===== src/hw/rtl/mpe_pkg.sv =====
// ----------------------------------------------------------------------------
// mpe_pkg
// Types, constants and fixed-point helpers shared by the escape-time engine.
// ----------------------------------------------------------------------------
package mpe_pkg;

    // Fixed-point format of coordinates and iterates: signed Q4.FRAC_BITS.
    localparam int FRAC_BITS   = 28;
    localparam int VAL_W       = FRAC_BITS + 4;
    localparam int COORD_BITS  = 12;
    localparam int SIZE_W      = 13;
    localparam int STEP_W      = 29;
    localparam int ITER_W      = 16;
    localparam int SAT_W       = 48;
    localparam int QUEUE_DEPTH = 2;
    localparam int ADDR_W      = 5;

    // Register indexes on the configuration port.
    localparam logic [2:0] REG_IMAGE_WIDTH  = 3'd0;
    localparam logic [2:0] REG_IMAGE_HEIGHT = 3'd1;
    localparam logic [2:0] REG_MAX_ITER     = 3'd2;
    localparam logic [2:0] REG_OFFSET_X     = 3'd3;
    localparam logic [2:0] REG_OFFSET_Y     = 3'd4;
    localparam logic [2:0] REG_STEP_X       = 3'd5;
    localparam logic [2:0] REG_STEP_Y       = 3'd6;

    typedef logic signed [VAL_W-1:0] val_t;
    typedef logic [VAL_W-2:0]        mag_t;

    typedef struct packed {
        val_t cx;
        val_t cy;
    } point_t;

    typedef struct packed {
        logic [SIZE_W-1:0] image_width;
        logic [SIZE_W-1:0] image_height;
        logic [ITER_W-1:0] max_iter;
        val_t              offset_x;
        val_t              offset_y;
        logic [STEP_W-1:0] step_x;
        logic [STEP_W-1:0] step_y;
    } cfg_t;

    localparam val_t VAL_MAX = {1'b0, {(VAL_W-1){1'b1}}};
    localparam val_t VAL_MIN = {1'b1, {(VAL_W-1){1'b0}}};
    localparam logic signed [SAT_W-1:0] SAT_HI = SAT_W'(VAL_MAX);
    localparam logic signed [SAT_W-1:0] SAT_LO = SAT_W'(VAL_MIN);

    // Clamp a wide exact sum into the Q4 range.
    function automatic val_t sat_val(input logic signed [SAT_W-1:0] v);
        val_t r;
        if (v > SAT_HI)
        begin
            r = VAL_MAX;
        end
        else if (v < SAT_LO)
        begin
            r = VAL_MIN;
        end
        else
        begin
            r = v[VAL_W-1:0];
        end
        return r;
    endfunction

    // Scale an exact magnitude product back to Q4 and clamp to the largest value.
    function automatic mag_t fix_mag(input logic [2*VAL_W-1:0] p);
        mag_t r;
        if (|p[2*VAL_W-1:FRAC_BITS+VAL_W-1])
        begin
            r = '1;
        end
        else
        begin
            r = p[FRAC_BITS+VAL_W-2:FRAC_BITS];
        end
        return r;
    endfunction

endpackage


===== src/hw/rtl/mpe_front.sv =====
// ----------------------------------------------------------------------------
// mpe_front
// Accepts pixel requests and maps them to points in the complex plane.
// ----------------------------------------------------------------------------
module mpe_front
    import mpe_pkg::*;
(
    input  logic                  clk,
    input  logic                  rst_n,
    input  cfg_t                  cfg,
    input  logic                  s_tvalid,
    output logic                  s_tready,
    input  logic [COORD_BITS-1:0] pixel_x,
    input  logic [COORD_BITS-1:0] pixel_y,
    output logic                  pt_valid,
    input  logic                  pt_ready,
    output point_t                pt_data
);

    logic   valid_reg, valid_next;
    point_t pt_reg;

    logic signed [COORD_BITS+1:0]  dx, dy;
    logic signed [STEP_W:0]        sx, sy;
    logic signed [COORD_BITS+STEP_W+2:0] px, py;
    logic signed [SAT_W-1:0]       ex, ey;
    logic                          accept;

    assign dx = $signed({2'b00, pixel_x})
              - $signed({1'b0, cfg.image_width[SIZE_W-1:1]});
    assign dy = $signed({2'b00, pixel_y})
              - $signed({1'b0, cfg.image_height[SIZE_W-1:1]});
    assign sx = $signed({1'b0, cfg.step_x});
    assign sy = $signed({1'b0, cfg.step_y});
    assign px = dx * sx;
    assign py = dy * sy;
    assign ex = SAT_W'(px) + SAT_W'(cfg.offset_x);
    assign ey = SAT_W'(py) + SAT_W'(cfg.offset_y);

    assign s_tready = !valid_reg || pt_ready;
    assign accept   = s_tvalid && s_tready;
    assign pt_valid = valid_reg;
    assign pt_data  = pt_reg;

    always_comb
    begin
        valid_next = valid_reg;
        if (accept)
        begin
            valid_next = 1'b1;
        end
        else if (pt_ready)
        begin
            valid_next = 1'b0;
        end
    end

    always_ff @(posedge clk or negedge rst_n)
    begin
        if (!rst_n)
        begin
            valid_reg <= 1'b0;
        end
        else
        begin
            valid_reg <= valid_next;
        end
    end

    always_ff @(posedge clk)
    begin
        if (accept)
        begin
            pt_reg.cx <= sat_val(ex);
            pt_reg.cy <= sat_val(ey);
        end
    end

endmodule


===== config.mk =====
export PLATFORM = sky130hd
export DESIGN_NAME = mpe_front
export DESIGN_NICKNAME = d
export VERILOG_FILES = /design/src/hw/rtl/mpe_pkg.sv /design/src/hw/rtl/mpe_front.sv
export SDC_FILE = /design/constraint.sdc
export NUM_CORES = 2
export LEC_CHECK = 0
export ABC_AREA = 0
export BUFFER_PORTS_ARGS = -buffer_cell sky130_fd_sc_hd__buf_2
export CAP_MARGIN = 40
export CELL_PAD_IN_SITES_DETAIL_PLACEMENT = 1
export CELL_PAD_IN_SITES_GLOBAL_PLACEMENT = 2
export CORE_UTILIZATION = 40
export CTS_CLUSTER_SIZE = 30
export DETAILED_ROUTE_END_ITERATION = 7
export PLACE_DENSITY = 0.88
export SYNTH_ARGS = -nofsm -noshare
export SYNTH_HDL_FRONTEND = slang
export SYNTH_SLANG_ARGS = --single-unit

===== constraint.sdc =====
create_clock -name clk -period 3 [get_ports clk]
set_clock_uncertainty 0.15 [all_clocks]
set_input_delay 0.9 -clock clk [delete_from_list [all_inputs] [get_ports clk]]
set_output_delay 0.9 -clock clk [all_outputs]
set_load 0.005 [all_outputs]

# Word level (Yosys, flattened, before mapping)
# Cells that the tools add are included.
# totals
register_bits	65
latch_bits	0
mem_bits_rw	0
romBits	0
inputBits	192
output_inout_bits	66
elab_cells	21
memories	0
# classes
add_sub_neg	4
mul	2
div	0
n_lt_le_gt_ge	4
eq_ne	0
shifts	0
muxes	4
bitwise	0
reduce_logical	4
# ops
cell	count
adder 43 x 32 -> 44 bit	2
> comparator 44 x 32 -> 1 bit (second input constant)	2
< comparator 44 x 32 -> 1 bit (second input constant)	2
multiplier 13 x 30 -> 43 bit	2
2-to-1 mux 32 bit	2
subtractor 12 x 12 -> 13 bit	2
2-to-1 mux 1 bit	2
nonzero test 2 bit	1
logical AND 1 bit	1
logical NOT 1 bit	1
logical OR 1 bit	1

# Logic depth before layout (Yosys ltp)
# logic_depth
depth_word	5
ltp_mapped	39
ltp_nobuf	36

# Worst setup path after synthesis
# No wires, ideal clock.
# synth_path
kind	input to register
startpoint	input port cfg[140] in the netlist's numbering
endpoint	register pt_reg, in the netlist pt_data[4] (data pin)
setup_ps	262
arrival_ps	8931
t_required_ps	2588
path_slack_ps	-6343
stages	37
n_path_buf	3
path_cell_list	inv_1 -> ha_1 -> nor2b_1 -> o21ai_0 -> a21boi_0 -> o21ai_0 -> a21boi_0 -> o21ai_0 -> a21boi_0 -> o21ai_0 -> a21oi_1 -> xor2_1 -> clkbuf_1 -> clkbuf_1 -> nand2_1 -> fa_1 -> fa_1 -> inv_1 -> fa_1 -> fa_1 -> fa_1 -> inv_1 -> fa_1 -> inv_1 -> ha_1 -> o21ai_0 -> a211o_1 -> a2111oi_4 -> o21ai_2 -> a21oi_2 -> mux2_1 -> a211oi_2 -> nand3_1 -> nor4b_2 -> a41o_2 -> buf_8 -> o21ai_1
# synth_via
elab_chain_cells	5
elab_cells_between_ends	6
classes_between	add/sub: 2; mul: 1; order compare: 2; mux: 1
# synth_rtl
item	line	rtl
start, declared	mpe_front.sv:10	input cfg_t cfg,
subtractor 12 x 12 -> 13 bit *	mpe_front.sv:32	- $signed({1'b0, cfg.image_height[SIZE_W-1:1]});
multiplier 13 x 30 -> 43 bit *	mpe_front.sv:36	assign py = dy * sy;
adder 43 x 32 -> 44 bit *	mpe_front.sv:38	assign ey = SAT_W'(py) + SAT_W'(cfg.offset_y);
< comparator 44 x 32 -> 1 bit	mpe_pkg.sv:57	else if (v < SAT_LO)
2-to-1 mux 32 bit	mpe_pkg.sv:57	
end, declared	mpe_front.sv:21	point_t pt_reg;
# Every way passes the cells marked *; elsewhere a longest branch is shown, timed or not.
# A chain may end at the register's enable or synchronous reset.

# Worst setup path after layout
# layout_path
startpoint	input port pixel_y[0]
endpoint	register pt_reg, in the netlist pt_data[10] (data pin)
# layout_via
elab_chain_cells	5
elab_cells_between_ends	6
classes_between	add/sub: 2; mul: 1; order compare: 2; mux: 1
# layout_rtl
item	line	rtl
start, declared	mpe_front.sv:14	input logic [COORD_BITS-1:0] pixel_y,
subtractor 12 x 12 -> 13 bit *	mpe_front.sv:32	
multiplier 13 x 30 -> 43 bit *	mpe_front.sv:36	
adder 43 x 32 -> 44 bit *	mpe_front.sv:38	
< comparator 44 x 32 -> 1 bit	mpe_pkg.sv:57	
2-to-1 mux 32 bit	mpe_pkg.sv:57	
# Marks and branches as above.

==> results.py <==
metrics = {
    "synthesis": {
        "synth_top_flop_cell": "edfxtp_1",
        "synth_top_cell_by_area": "fa_1",
        "syn_area_sq_um": 30900,
        "synth_edf_count": 64,
        "synth_seq_area_share": 0.0630,
        "yosys.area.top_type_share": 0.436,
        "ys_seq_elements": 65,
        "synth_fp_nets": 4618,
        "synth.area.top_cells": "fa_1 44%, ha_1 12%, inv_1 9.4%, edfxtp_1 6.2%, nand2_1 6.1%",
        "syn-mean-instance-area_sq_um": 8.93,
        "ys_types": 81,
        "synthCells": 3462,
        "synth_warnings": 0,
        "async_flop_share": 0.0154,
    },
    "outcome": {
        "violations": "negative setup slack",
        "status": "finished, violations left",
    },
    "finish": {
        "postLayoutCoreUtil": 0.526,
        "area_growth_pct": 29.7,
        "drive_gt1_frac": 0.291,
        "final_nets": 5325,
        "final_common_cell": "inv_1",
        "layout_common_cells": "749 x inv_1, 659 x fa_1, 546 x buf_4",
    },
    "critical_path": {
        "cpMaxStageDelayCell": "fa_1",
        "crit_type": "input pin to flop",
        "path_max_fanout": 15,
        "cpMostUsedCell": "fa_1",
        "r2r-end": "pt_data[24]$_SDFFCE_PN1P_",
        "crit_path_end_kind": "flop",
        "cp.required_ps": 2940,
        "worst_r2r_path_depth": 3,
        "rrSetupSlack_ps": 1460,
        "r2r_start": "pt_valid$_DFFE_PN0P_",
        "max_stage_delay_ps": 570,
        "arrival_ps": 9030,
        "crit_path_start_kind": "input pin",
    },
    "sta": {
        "max_slew_margin": 0.587,
        "min_period_ps": 9100,
        "drv_slew": 0,
        "hold_viol": 0,
        "fin_setup_tns_ps": -385660,
        "min_period_over_period": 3.03,
        "setup_viol_count_final": 64,
        "rsz0062_at_grt": "true",
        "worst_slew_pin_slew_ps": 614,
        "setup_ws_ps": -6100,
        "fmaxAchievable_ghz": 0.110,
    },
    "routing": {
        "vias_per_cell": 5.08,
        "ant_nets": 0,
        "vias": 26400,
        "wl_mm": 100,
        "drt_first_pass_iters": 5,
        "initialDrtViolationCount": 1097,
        "wire_per_inst_um": 19.3,
        "drc": 0,
    },
    "global_routing": {
        "grt_util_met1": 0.314,
        "grt_max_degree": 65,
        "met3_usage": 0.0173,
        "track_usage": 0.253,
        "grt_pass1_wl_mm": 156,
        "use_met2": 0.469,
        "grt_pass1_vias": 29900,
        "overflow": 0,
        "antenna_found_initial": 5,
        "grt.busiest_layer": "met2",
    },
    "clock_tree": {
        "clk_pin_slew_ps": 60,
        "holdBufCountCts": 0,
        "clock_path_buffers": 2,
        "cts-buffers-inserted": 9,
        "cts_tree": "yes",
        "clock_latency_ps": 330,
        "root_buffer": "clkbuf_16",
        "cts.sinks": 65,
        "htree_levels": 3,
    },
    "placed_design": {
        "numPortBuffers": 239,
        "gp_congestion": 0.853,
        "dp_hpwl_mm": 82.0,
    },
    "hold_path": {
        "hold_path_class": "input pin to asynchronous set/reset pin",
    },
    "floorplan": {
        "start_util": 0.406,
        "fp.dieW_um": 280,
        "die_h_um": 280,
        "dieArea_sq_um": 78400,
        "rows": 101,
        "core-area_sq_um": 76200,
        "io_pins": 258,
    },
    "job": {
        "max-cap-violations": 0,
    },
}
sequential cells by signal (all words and copies together), names as in the netlist:
register,flops
pt_data,64
pt_valid,1
per-stage QoR:
stage	hold slack, ps	cell area (sq um)	worst slack [ps]	std cells
final	177	40100	-6100	5205
after global routing	161	40100	-6430	5204
after CTS	169	39000	-6070	5172
after detailed placement	367	37600	-6710	5097
after global placement	357	37600	-6460	5097
after floorplan	387	31400	-5660	3462
how the worst max path moves through the flow:
stage / from / to
6_report: pixel_y[0] / pt_data[10]$_SDFFCE_PN1P_
5_1_grt: pixel_y[0] / pt_data[19]$_SDFFCE_PN1P_
4_1_cts: cfg[153] / pt_data[49]$_SDFFCE_PN1P_
3_5_place_dp: cfg[140] / pt_data[10]$_SDFFCE_PN1P_
3_3_place_gp: cfg[153] / pt_data[35]$_SDFFCE_PN1P_
2_1_floorplan: cfg[140] / pt_data[4]$_SDFFCE_PN1P_
cells by family after synthesis:
kind of cell | synth area share
compound gates | 0.0798
xor+xnor | 0.0275
fa+ha+maj | 0.554
buf+inv | 0.117
flops | 0.0630
mux | 0.00101
simple gates | 0.158
cells in the mapped netlist (12+ instances only):
| library cell | number |
|---|---|
| fa_1 | 674 |
| nand4_1 | 14 |
| inv_1 | 776 |
| a21oi_1 | 89 |
| xnor2_1 | 58 |
| or2_2 | 21 |
| nor2_1 | 103 |
| a31oi_1 | 13 |
| and2_1 | 169 |
| nand2b_1 | 68 |
| xor2_1 | 39 |
| nor2b_1 | 73 |
| nand3_1 | 23 |
| ha_1 | 290 |
| clkbuf_1 | 142 |
| o21ai_0 | 94 |
| nor3_1 | 12 |
| nand2_1 | 506 |
| o21a_1 | 13 |
| a21o_1 | 28 |
| edfxtp_1 | 64 |
| o21ai_2 | 32 |
| o211ai_1 | 12 |
metal layers:
layer  vias up  wire [um]
met5         -          0
met4         0       3350
met3       198       3270
met2       604      53200
met1     13800      40500
li1      11900          -
what timing repair did:
action,4_1_cts,5_1_grt
buffers inserted,50,33
gates resized for setup,121,173
gates cloned,9,4
pin swaps,63,72
endpoints found under the setup margin,64,64
cell type report:
cell class,instances,area (sq um)
Antenna cell,1,2.50
Clock buffer,10,239
Clock inverter,6,65.1
Fill cell,8817,36100
Inverter,777,2950
Multi-Input combinational cell,2454,26800
Sequential cell,65,1950
Tap cell,1030,1290
Timing Repair Buffer,862,6760
worst max-delay path: cells and delay by family:
family	cells	cell delay, ps
xor+xnor	2	330
fa+ha+maj	9	3760
buf+inv	9	990
simple gates	7	1210
compound gates	9	1790
Power is left out: the tool's default activity adds up to more than one toggle a clock period on the data nets, which glitch-free logic cannot reach.
