$ cat src/hw/rtl/mpe_pkg.sv
// ----------------------------------------------------------------------------
// mpe_pkg
// Types, constants and fixed-point helpers shared by the escape-time engine.
// ----------------------------------------------------------------------------
package mpe_pkg;

    // Fixed-point format of coordinates and iterates: signed Q4.FRAC_BITS.
    localparam int FRAC_BITS   = 28;
    localparam int VAL_W       = FRAC_BITS + 4;
    localparam int COORD_BITS  = 12;
    localparam int SIZE_W      = 13;
    localparam int STEP_W      = 29;
    localparam int ITER_W      = 16;
    localparam int SAT_W       = 48;
    localparam int QUEUE_DEPTH = 2;
    localparam int ADDR_W      = 5;

    // Register indexes on the configuration port.
    localparam logic [2:0] REG_IMAGE_WIDTH  = 3'd0;
    localparam logic [2:0] REG_IMAGE_HEIGHT = 3'd1;
    localparam logic [2:0] REG_MAX_ITER     = 3'd2;
    localparam logic [2:0] REG_OFFSET_X     = 3'd3;
    localparam logic [2:0] REG_OFFSET_Y     = 3'd4;
    localparam logic [2:0] REG_STEP_X       = 3'd5;
    localparam logic [2:0] REG_STEP_Y       = 3'd6;

    typedef logic signed [VAL_W-1:0] val_t;
    typedef logic [VAL_W-2:0]        mag_t;

    typedef struct packed {
        val_t cx;
        val_t cy;
    } point_t;

    typedef struct packed {
        logic [SIZE_W-1:0] image_width;
        logic [SIZE_W-1:0] image_height;
        logic [ITER_W-1:0] max_iter;
        val_t              offset_x;
        val_t              offset_y;
        logic [STEP_W-1:0] step_x;
        logic [STEP_W-1:0] step_y;
    } cfg_t;

    localparam val_t VAL_MAX = {1'b0, {(VAL_W-1){1'b1}}};
    localparam val_t VAL_MIN = {1'b1, {(VAL_W-1){1'b0}}};
    localparam logic signed [SAT_W-1:0] SAT_HI = SAT_W'(VAL_MAX);
    localparam logic signed [SAT_W-1:0] SAT_LO = SAT_W'(VAL_MIN);

    // Clamp a wide exact sum into the Q4 range.
    function automatic val_t sat_val(input logic signed [SAT_W-1:0] v);
        val_t r;
        if (v > SAT_HI)
        begin
            r = VAL_MAX;
        end
        else if (v < SAT_LO)
        begin
            r = VAL_MIN;
        end
        else
        begin
            r = v[VAL_W-1:0];
        end
        return r;
    endfunction

    // Scale an exact magnitude product back to Q4 and clamp to the largest value.
    function automatic mag_t fix_mag(input logic [2*VAL_W-1:0] p);
        mag_t r;
        if (|p[2*VAL_W-1:FRAC_BITS+VAL_W-1])
        begin
            r = '1;
        end
        else
        begin
            r = p[FRAC_BITS+VAL_W-2:FRAC_BITS];
        end
        return r;
    endfunction

endpackage

$ cat src/hw/rtl/mpe_back.sv
// ----------------------------------------------------------------------------
// mpe_back
// Iterates z = z^2 + c on one shared multiplier, then derives the color of an escaped pixel.
// ----------------------------------------------------------------------------
module mpe_back
    import mpe_pkg::*;
(
    input  logic              clk,
    input  logic              rst_n,
    input  logic [ITER_W-1:0] max_iter,
    input  logic              pt_valid,
    output logic              pt_ready,
    input  point_t            pt_data,
    output logic              m_tvalid,
    input  logic              m_tready,
    output logic [39:0]       m_tdata,
    output logic              m_tuser
);

    localparam logic [3:0] ST_IDLE = 4'd0;
    localparam logic [3:0] ST_XX   = 4'd1;
    localparam logic [3:0] ST_YY   = 4'd2;
    localparam logic [3:0] ST_XY   = 4'd3;
    localparam logic [3:0] ST_TEST = 4'd4;
    localparam logic [3:0] ST_DIV  = 4'd5;
    localparam logic [3:0] ST_COL  = 4'd6;
    localparam logic [3:0] ST_FIN  = 4'd7;
    localparam logic [3:0] ST_OUT  = 4'd8;

    localparam logic [VAL_W-1:0] FOUR = VAL_W'(4) << FRAC_BITS;
    localparam logic [16:0]      ONE_Q16 = 17'h10000;

    logic [3:0]        state_reg, state_next;
    logic [3:0]        cnt_reg, cnt_next;
    logic [1:0]        ch_reg, ch_next;
    logic [1:0]        sub_reg, sub_next;
    logic              ovalid_reg, ovalid_next;

    val_t              cx_reg, cy_reg, zx_reg, zy_reg;
    mag_t              xx_reg, yy_reg;
    logic [2*VAL_W-1:0] prod_reg;
    logic [ITER_W-1:0] n_reg, rem_reg, tq_reg;
    logic [16:0]       cur_reg, pr_reg, pg_reg, pb_reg;
    logic [7:0]        red_reg, green_reg, blue_reg;
    logic [7:0]        ored_reg, ogreen_reg, oblue_reg;
    logic [ITER_W-1:0] ocount_reg;
    logic              oin_reg, inside_reg;

    // Multiplier operands and the products of the test step.
    logic [VAL_W-1:0]  mag_x, mag_y, mul_a, mul_b;
    mag_t              xy_mag;
    logic              xy_neg;
    logic [VAL_W-1:0]  sumsq;
    logic              go_on;
    logic signed [SAT_W-1:0] nx_w, xy2_w, ny_w;
    logic [16:0]       r2;
    logic              qbit;
    logic [16:0]       tv, uv, ca, cb, cres;
    logic [33:0]       cprod;
    logic [28:0]       rp, gp, bp;
    logic              load_out;

    assign mag_x = zx_reg[VAL_W-1] ? VAL_W'(-zx_reg) : VAL_W'(zx_reg);
    assign mag_y = zy_reg[VAL_W-1] ? VAL_W'(-zy_reg) : VAL_W'(zy_reg);

    always_comb
    begin
        case (state_reg)
            ST_XX:
            begin
                mul_a = mag_x;
                mul_b = mag_x;
            end
            ST_YY:
            begin
                mul_a = mag_y;
                mul_b = mag_y;
            end
            default:
            begin
                mul_a = mag_x;
                mul_b = mag_y;
            end
        endcase
    end

    assign xy_mag = fix_mag(prod_reg);
    assign xy_neg = zx_reg[VAL_W-1] ^ zy_reg[VAL_W-1];
    assign sumsq  = {1'b0, xx_reg} + {1'b0, yy_reg};
    assign go_on  = (sumsq < FOUR) && (n_reg < max_iter);
    assign nx_w   = SAT_W'($signed({1'b0, xx_reg})) - SAT_W'($signed({1'b0, yy_reg}))
                  + SAT_W'(cx_reg);
    assign xy2_w  = SAT_W'($signed({1'b0, xy_mag, 1'b0}));
    assign ny_w   = (xy_neg ? -xy2_w : xy2_w) + SAT_W'(cy_reg);

    // Restoring division step for t = count * 2^16 / max_iter.
    assign r2   = {rem_reg, 1'b0};
    assign qbit = (r2 >= {1'b0, max_iter});

    // Color chain: red t*t*t*u, green t*t*u*u, blue t*u*u*u in Q0.16.
    assign tv = {1'b0, tq_reg};
    assign uv = ONE_Q16 - tv;
    assign ca = (sub_reg == 2'd0) ? tv : cur_reg;

    always_comb
    begin
        case (sub_reg)
            2'd0:    cb = (ch_reg == 2'd2) ? uv : tv;
            2'd1:    cb = (ch_reg == 2'd0) ? tv : uv;
            default: cb = uv;
        endcase
    end

    assign cprod = ca * cb;
    assign cres  = cprod[32:16];
    assign rp    = 29'(pr_reg) * 29'd2295;
    assign gp    = 29'(pg_reg) * 29'd3825;
    assign bp    = 29'(pb_reg) * 29'd4335;

    assign pt_ready = (state_reg == ST_IDLE);
    assign load_out = (state_reg == ST_OUT) && (!ovalid_reg || m_tready);

    always_comb
    begin
        state_next  = state_reg;
        cnt_next    = cnt_reg;
        ch_next     = ch_reg;
        sub_next    = sub_reg;
        ovalid_next = ovalid_reg;
        if (m_tready)
        begin
            ovalid_next = 1'b0;
        end
        case (state_reg)
            ST_IDLE:
            begin
                if (pt_valid)
                begin
                    state_next = ST_XX;
                end
            end
            ST_XX:   state_next = ST_YY;
            ST_YY:   state_next = ST_XY;
            ST_XY:   state_next = ST_TEST;
            ST_TEST:
            begin
                if (go_on)
                begin
                    state_next = ST_XX;
                end
                else if (n_reg == max_iter)
                begin
                    state_next = ST_OUT;
                end
                else
                begin
                    state_next = ST_DIV;
                    cnt_next   = '0;
                end
            end
            ST_DIV:
            begin
                cnt_next = cnt_reg + 1'b1;
                if (cnt_reg == 4'd15)
                begin
                    state_next = ST_COL;
                    ch_next    = '0;
                    sub_next   = '0;
                end
            end
            ST_COL:
            begin
                if (sub_reg == 2'd2)
                begin
                    sub_next = '0;
                    ch_next  = ch_reg + 1'b1;
                    if (ch_reg == 2'd2)
                    begin
                        state_next = ST_FIN;
                    end
                end
                else
                begin
                    sub_next = sub_reg + 1'b1;
                end
            end
            ST_FIN:  state_next = ST_OUT;
            ST_OUT:
            begin
                if (load_out)
                begin
                    ovalid_next = 1'b1;
                    state_next  = ST_IDLE;
                end
            end
            default: state_next = ST_IDLE;
        endcase
    end

    always_ff @(posedge clk or negedge rst_n)
    begin
        if (!rst_n)
        begin
            state_reg  <= ST_IDLE;
            cnt_reg    <= '0;
            ch_reg     <= '0;
            sub_reg    <= '0;
            ovalid_reg <= 1'b0;
        end
        else
        begin
            state_reg  <= state_next;
            cnt_reg    <= cnt_next;
            ch_reg     <= ch_next;
            sub_reg    <= sub_next;
            ovalid_reg <= ovalid_next;
        end
    end

    always_ff @(posedge clk)
    begin
        prod_reg <= mul_a * mul_b;
        case (state_reg)
            ST_IDLE:
            begin
                cx_reg <= pt_data.cx;
                cy_reg <= pt_data.cy;
                zx_reg <= '0;
                zy_reg <= '0;
                n_reg  <= '0;
            end
            ST_YY:   xx_reg <= fix_mag(prod_reg);
            ST_XY:   yy_reg <= fix_mag(prod_reg);
            ST_TEST:
            begin
                rem_reg    <= n_reg;
                inside_reg <= 1'b1;
                red_reg    <= '0;
                green_reg  <= '0;
                blue_reg   <= '0;
                if (go_on)
                begin
                    zx_reg <= sat_val(nx_w);
                    zy_reg <= sat_val(ny_w);
                    n_reg  <= n_reg + 1'b1;
                end
                else if (n_reg != max_iter)
                begin
                    inside_reg <= 1'b0;
                end
            end
            ST_DIV:
            begin
                rem_reg <= qbit ? ITER_W'(r2 - {1'b0, max_iter}) : r2[ITER_W-1:0];
                tq_reg  <= {tq_reg[ITER_W-2:0], qbit};
            end
            ST_COL:
            begin
                cur_reg <= cres;
                if (sub_reg == 2'd2)
                begin
                    case (ch_reg)
                        2'd0:    pr_reg <= cres;
                        2'd1:    pg_reg <= cres;
                        default: pb_reg <= cres;
                    endcase
                end
            end
            ST_FIN:
            begin
                red_reg   <= (rp[28:16] > 13'd255) ? 8'hff : rp[23:16];
                green_reg <= (gp[28:16] > 13'd255) ? 8'hff : gp[23:16];
                blue_reg  <= (bp[28:17] > 12'd255) ? 8'hff : bp[24:17];
            end
            default:
            begin
            end
        endcase
        if (load_out)
        begin
            ored_reg   <= red_reg;
            ogreen_reg <= green_reg;
            oblue_reg  <= blue_reg;
            ocount_reg <= n_reg;
            oin_reg    <= inside_reg;
        end
    end

    assign m_tvalid = ovalid_reg;
    assign m_tdata  = {ocount_reg, oblue_reg, ogreen_reg, ored_reg};
    assign m_tuser  = oin_reg;

endmodule

$ cat config.mk
export PLATFORM = sky130hd
export DESIGN_NAME = mpe_back
export DESIGN_NICKNAME = d
export VERILOG_FILES = /design/src/hw/rtl/mpe_pkg.sv /design/src/hw/rtl/mpe_back.sv
export SDC_FILE = /design/constraint.sdc
export NUM_CORES = 2
export LEC_CHECK = 0
export BUFFER_PORTS_ARGS = -buffer_cell sky130_fd_sc_hd__buf_2
export CORE_ASPECT_RATIO = 1.75
export CORE_MARGIN = 1.5
export CORE_UTILIZATION = 45
export DETAILED_ROUTE_END_ITERATION = 10
export SYNTH_ARGS = -nofsm -noshare
export SYNTH_HDL_FRONTEND = slang
export SYNTH_SLANG_ARGS = --single-unit
$ cat constraint.sdc
create_clock -name clk -period 9.03 [get_ports clk]
set_input_delay 2.709 -clock clk [delete_from_list [all_inputs] [get_ports clk]]
set_output_delay 2.709 -clock clk [all_outputs]
set_load 0.03 [all_outputs]
-- Word-level counts from Yosys, hierarchy flattened
Index checks and enable logic that the tools add are counted.
- bits in registers: 449
- bits in latches: 0
- memory bits (writable): 0
- bits in read-only memories: 0
- output and inout port bits: 43
- word-level logic and storage cells: 150
- memories: 0
- add/sub/neg operators: 13
- multiply operators: 5
- divide/modulo/power cells: 0
- order comparisons: 10
- equality and inequality tests: 23
- shift-type cells: 0
- mux-type cells: 48
- bitwise gates (word level): 2
- reduce and logical (&&, ||, !) cells: 21
- operators with widths (cell ; number):
    $mux W32 ; 10
    $pmux W32 S2 ; 2
    $mul A32 B32 Y64 ; 1
    $neg A32 Y32 ; 2
    $pmux W16 S2 ; 2
    $mul A17 B12 Y29 const B ; 2
    $mux W17 ; 3
    $add A48 B32 Y48 ; 1
    $gt A48 B32 Y1 const B ; 1
    $lt A48 B32 Y1 const B ; 1
    $mux W48 ; 1
    $neg A32 Y48 ; 1
    $pmux W8 S2 ; 3
    $mux W4 ; 9
    $pmux W4 S9 ; 1
    $pmux W17 S2 ; 1
    $add A32 B32 Y33 ; 1
    $gt A33 B32 Y1 const B ; 1
    $lt A33 B32 Y1 const B ; 1
    $mul A17 B17 Y33 ; 1
    $add A31 B31 Y32 ; 1
    $lt A32 B31 Y1 const B ; 1
    $mux W16 ; 2
    $sub A31 B31 Y32 ; 1
    other kinds (38) ; 72

-- Logic depth before layout (Yosys ltp)
- depth after elaboration: 10
- depth in mapped cells: 40
- mapped depth without buffers: 39

-- Least setup slack after synthesis
Ideal clock, no wire load.
- path kind: flip-flop to flip-flop
- start: reg state_reg[0]
- end: reg prod_reg[57]
- arrival time: 9792 ps
- data required time: 8958 ps
- slack: -834 ps
- stages on the path, launching flop included: 34
- buffers on the path: 4
- period minus slack after synthesis: 9864 ps
- cells stage by stage: dfrtp_1 -> or4b_2 -> clkbuf_1 -> inv_1 -> buf_1 -> clkbuf_1 -> nand2_1 -> nand2_1 -> clkbuf_1 -> nor2_1 -> fa_1 -> fa_1 -> fa_1 -> inv_1 -> fa_1 -> inv_1 -> fa_1 -> fa_1 -> fa_1 -> inv_1 -> fa_1 -> inv_1 -> ha_1 -> a211oi_1 -> nand3_1 -> o211ai_1 -> nand3_1 -> a21oi_1 -> a21oi_1 -> o21ai_0 -> nor3_1 -> or3_1 -> a221oi_1 -> xnor2_1
- cells in the longest elaborated chain, start to end: 3
- elaborated cells between the ends (all ways): 5
- those cells by class: mul (1); eq/ne (2); mux (2)
- ends and longest elaborated chain (element ; RTL line ; text):
    start, declared ; mpe_back.sv:33 ; logic [3:0] state_reg, state_next;
    start signal, assigned ; mpe_back.sv:212 ; state_reg <= state_next;
    $eq A4 B2 Y1 / $eq A4 B1 Y1 (equally long branches) ; mpe_back.sv:68 ; case (state_reg)
    $mux W32 ; mpe_back.sv:68 ;
    $mul A32 B32 Y64 * ; mpe_back.sv:222 ; prod_reg <= mul_a * mul_b;
    end signal, assigned ; mpe_back.sv:222 ;
    end, declared ; mpe_back.sv:41 ; logic [2*VAL_W-1:0] prod_reg;
Every way passes the cells marked *; elsewhere a longest branch is shown, timed or not.
A chain may end at the register's enable or synchronous reset.

-- Worst setup path in the final report
- start: reg zy_reg[10]
- end: reg prod_reg[63]
- cells in the longest elaborated chain, start to end: 4
- elaborated cells between the ends (all ways): 5
- those cells by class: add/sub (1); mul (1); mux (3)
- ends and longest elaborated chain (element ; RTL line ; text):
    start, declared ; mpe_back.sv:39 ; val_t cx_reg, cy_reg, zx_reg, zy_reg;
    start signal, assigned ; mpe_back.sv:244 ; zy_reg <= sat_val(ny_w);
    $neg A32 Y32 ; mpe_back.sv:64 ; assign mag_y = zy_reg[VAL_W-1] ? VAL_W'(-zy_reg) : VAL_W'(zy_reg);
    $mux W32 * ; mpe_back.sv:64 ;
    $mux W32 ; mpe_back.sv:68 ;
    $mul A32 B32 Y64 * ; mpe_back.sv:222 ;
Marked as above.

==> flow_summary_export.csv <==
group,metric,value,unit
critical_path,crit_path_end_kind,"flip-flop",
grt,grt_util_met2,0.534,
critical_path,r2r_end,"prod_reg[63]$_DFF_P_",
logic_synthesis,syn_inst,8066,
logic_synthesis,syn_nets,10300,
grt,grt_pass1_wl,378,mm
route,dr_total_vias,59500,
grt,met1_usage,0.326,
place,gp_congestion,1.03,
clock_tree,numCtsBuffers,38,
sta,clock.fmax,102,MHz
die,fp.dieW,314,um
critical_path,worst_path_max_delay_cell,"fa_2",
route,drc,0,
grt,gr-total-overflow,0,
cells_and_area,drive_gt1_frac,0.147,
route,drtIter0Drc,3658,
logic_synthesis,synth_seq_cells,421,
sta,finClkSkew,0.0522,ns
sta,finalHoldViolations,0,
grt,grt_pass1_vias,64400,
clock_tree,clock_insertion_delay_worst_skew,0.63,ns
cells_and_area,seqCellArea,0.0122,mm2
logic_synthesis,yosys_warnings,0,
logic_synthesis,yosys.cell_types.count,90,
clock_tree,ctsRootBufferMaster,"clkbuf_16",
route,dr.pass1.iters,6,
route,wl,247,mm
logic_synthesis,mappedNetlistArea,0.0760,mm2
critical_path,cp_slowest_stage_delay,0.66,ns
logic_synthesis,synthFlopType,"edfxtp_1",
run_status,outcome,"finished with violations",
logic_synthesis,synth_edf_count,372,
sta,finalCriticalPeriod,9.79,ns
job,drv_cap,0,
die,io_pins,127,
cells_and_area,fillers,15500,
critical_path,critPathLaunchType,"flip-flop",
critical_path,crit_path_frequent_cell,"fa_1",
place,portBuffers,126,
cells_and_area,multi_input_area,0.0580,mm2
cells_and_area,fin_nets,11000,
die,initial_core_util,0.453,
sta,fin_ws,-0.758,ns
critical_path,rr_worst_depth,37,
grt,antenna_found_initial,3,
critical_path,cp_max_fo,4,
critical_path,crit-reg2reg-launch,"zy_reg[10]$_SDFFCE_PN0P_",
clock_tree,clkSinkCount,421,
grt,met3_usage,0.0244,
logic_synthesis,ys_seq_area_frac,0.161,
logic_synthesis,yosysTopAreaCell,"fa_1",
clock_tree,htreeDepth,2,
die,die_y,547,um
cells_and_area,largest_reg_flops,36,
clock_tree,clkTransAtPathRegs,0.08,ns
clock_tree,cts_hold_buf,0,
critical_path,critPathArrivalTime,10.28,ns
logic_synthesis,synthTopCellsByArea,"fa_1 (36%), edfxtp_1 (15%), ha_1 (13%)",
logic_synthesis,synthArstFlopShare,0.0309,
grt,grt_start_max_net_pins,58,
route,post_drt_via_cell_ratio,5.43,
place,place_ws,-1.18,ns
run_status,violations,"setup timing",
critical_path,crit_type,"reg2reg",
cells_and_area,syn2layout_area_growth,15.4,%
route,ant_nets,0,
critical_path,reg2reg_setup_slack,-0.76,ns
sta,slew_violations,0,
critical_path,worstSetupStartpoint,"zy_reg[10]$_SDFFCE_PN0P_",
die,die_area,0.171,mm2
logic_synthesis,syn_avg_cell_area,9.42,um2
place,dp_hpwl,210,mm
clock_tree,clk_path_buf_depth,3,
grt,track_usage,0.293,
min_path,min_path_type,"reg2reg",
sta,rsz0062_at_grt,"true",
logic_synthesis,synth_top_area_frac,0.361,
critical_path,required,9.52,ns
sta,tightest_slew,1.08,ns
route,wl_per_cell,22.5,um
sta,slew_headroom,0.283,
sta,fin_crit_sh,1.08,
grt,busiest_layer,"met2",
sta,setup_viol_count_final,32,
clock_tree,cts_tree,"done",
die,num_rows,199,
critical_path,cp-endpoint,"prod_reg[63]$_DFF_P_",
die,core,0.168,mm2
## layer usage
layer	vias up	wire length, um	part of all wire
li1	26600	-	-
met1	30200	87900	0.36
met2	1909	129000	0.52
met3	665	10700	0.043
met4	2	18900	0.077
met5	-	13	0.000053
## synth_stat cells, types with 9 or more instances
| library cell | instances |
|---|---|
| o211ai_1 | 22 |
| xnor2_1 | 148 |
| nor2_2 | 14 |
| mux2i_1 | 59 |
| o21a_1 | 33 |
| ha_1 | 798 |
| nor3_1 | 62 |
| o31a_1 | 9 |
| o41ai_1 | 17 |
| or3_1 | 40 |
| buf_2 | 19 |
| clkbuf_1 | 262 |
| a221oi_1 | 9 |
| nand2_1 | 998 |
| a21oi_1 | 262 |
| or2_2 | 39 |
| o21bai_1 | 27 |
| and3_1 | 24 |
| dfxtp_1 | 36 |
| dfrtp_1 | 13 |
| nand3b_1 | 9 |
| inv_1 | 1532 |
| a21o_1 | 95 |
| a21boi_0 | 9 |
| fa_1 | 1371 |
| o31ai_1 | 34 |
| nand4_1 | 48 |
| nand3_1 | 126 |
| nand2b_1 | 55 |
| xor2_1 | 152 |
| nor4_1 | 26 |
| a31oi_1 | 24 |
| a211oi_1 | 19 |
| nor2_1 | 781 |
| mux2_2 | 27 |
| and2_1 | 73 |
| nor2b_1 | 48 |
| edfxtp_1 | 372 |
| o21ai_0 | 225 |
| buf_1 | 15 |
## cell families (layout without fill, tap and decap cells)
group	count (synthesis)	count (layout)	share of synthesized area
other	0	1	0
AND/OR/NAND/NOR	2378	2378	0.136
multiplexers	86	86	0.0118
buffers and inverters	1840	2513	0.0923
AO/OA/AOI/OAI	872	872	0.0720
adder cells (fa/ha/maj)	2169	2169	0.493
flip-flops	421	421	0.161
XOR/XNOR	300	300	0.0346
## worst min path at each step
| stage | slack, ns | endpoint | cells after the start | from |
|---|---|---|---|---|
| global placement | 0.40 | ogreen_reg[6]$_DFFE_PP_ | 0 | green_reg[6]$_SDFFCE_PN0P_ |
| finish | 0.42 | oblue_reg[6]$_DFFE_PP_ | 0 | blue_reg[6]$_SDFFCE_PN0P_ |
| detailed placement | 0.40 | oblue_reg[6]$_DFFE_PP_ | 0 | blue_reg[6]$_SDFFCE_PN0P_ |
| CTS | 0.42 | oblue_reg[6]$_DFFE_PP_ | 0 | blue_reg[6]$_SDFFCE_PN0P_ |
| floorplan | 0.40 | m_tuser$_DFFE_PP_ | 0 | inside_reg$_SDFFCE_PP1P_ |
| global route | 0.42 | oblue_reg[6]$_DFFE_PP_ | 0 | blue_reg[6]$_SDFFCE_PN0P_ |
## through the flow
step	hold slack (ns)	utilization	instances	cell area, um2	setup TNS [ns]
after global routing	0.423	0.522	11000	87700	-25.74
after global placement	0.405	0.507	10800	85000	-26.67
after detailed placement	0.405	0.507	10800	85000	-27.11
final	0.419	0.522	11000	87700	-17.95
after floorplan	0.400	-	8066	76200	-1.20
after CTS	0.421	0.518	10900	86900	-17.95
## layout by cell type (no fill, tap or decap), drive strengths merged, types with 12 or more instances in the layout
cell type,netlist,routed
a31oi,24,24
fa,1371,1371
xnor2,148,148
nand4,48,48
ha,798,798
mux2i,59,59
a21o,97,97
o21ai,230,230
nor4,26,26
o31ai,35,35
clkbuf,262,41
o21bai,27,27
nor2,797,797
and3,24,24
nand3,126,126
nor3,63,63
clkinv,1,12
nand2,998,998
edfxtp,372,372
buf,45,910
o41ai,17,17
or3,42,42
dfxtp,36,36
o21a,33,33
nor2b,48,48
a211oi,19,19
mux2,27,27
dfrtp,13,13
nand2b,55,55
or2,43,43
inv,1532,1541
o211ai,22,22
and2,74,74
xor2,152,152
a21oi,264,264
## critical path: cells and delay by family, from the launching register on
kind	cells	cell delay (ns)
AND/OR/NAND/NOR	8	2.35
XOR/XNOR	2	0.28
AO/OA/AOI/OAI	11	1.73
adder cells (fa/ha/maj)	9	4.27
flip-flops	1	0.38
buffers and inverters	7	0.67
## final cells by class
class / instances / share of cell area
multi-input cells: 5805 / 0.662
flip-flops and latches: 421 / 0.139
repair buffers: 910 / 0.0874
inverters: 1533 / 0.0656
well taps: 2211 / 0.0316
clock buffers: 41 / 0.0111
clock inverters: 29 / 0.00348
diodes: 1 / 0.0000285
## repair_timing
| action | in CTS | in global routing |
|---|---|---|
| buffers inserted | 26 | 25 |
| endpoints found under the setup margin | 41 | 44 |
| pin swaps | 73 | 90 |
| gates resized for setup | 106 | 127 |
Power is not shown: default switching activity piles up to over one toggle a cycle in this logic, so the estimate is an artifact.
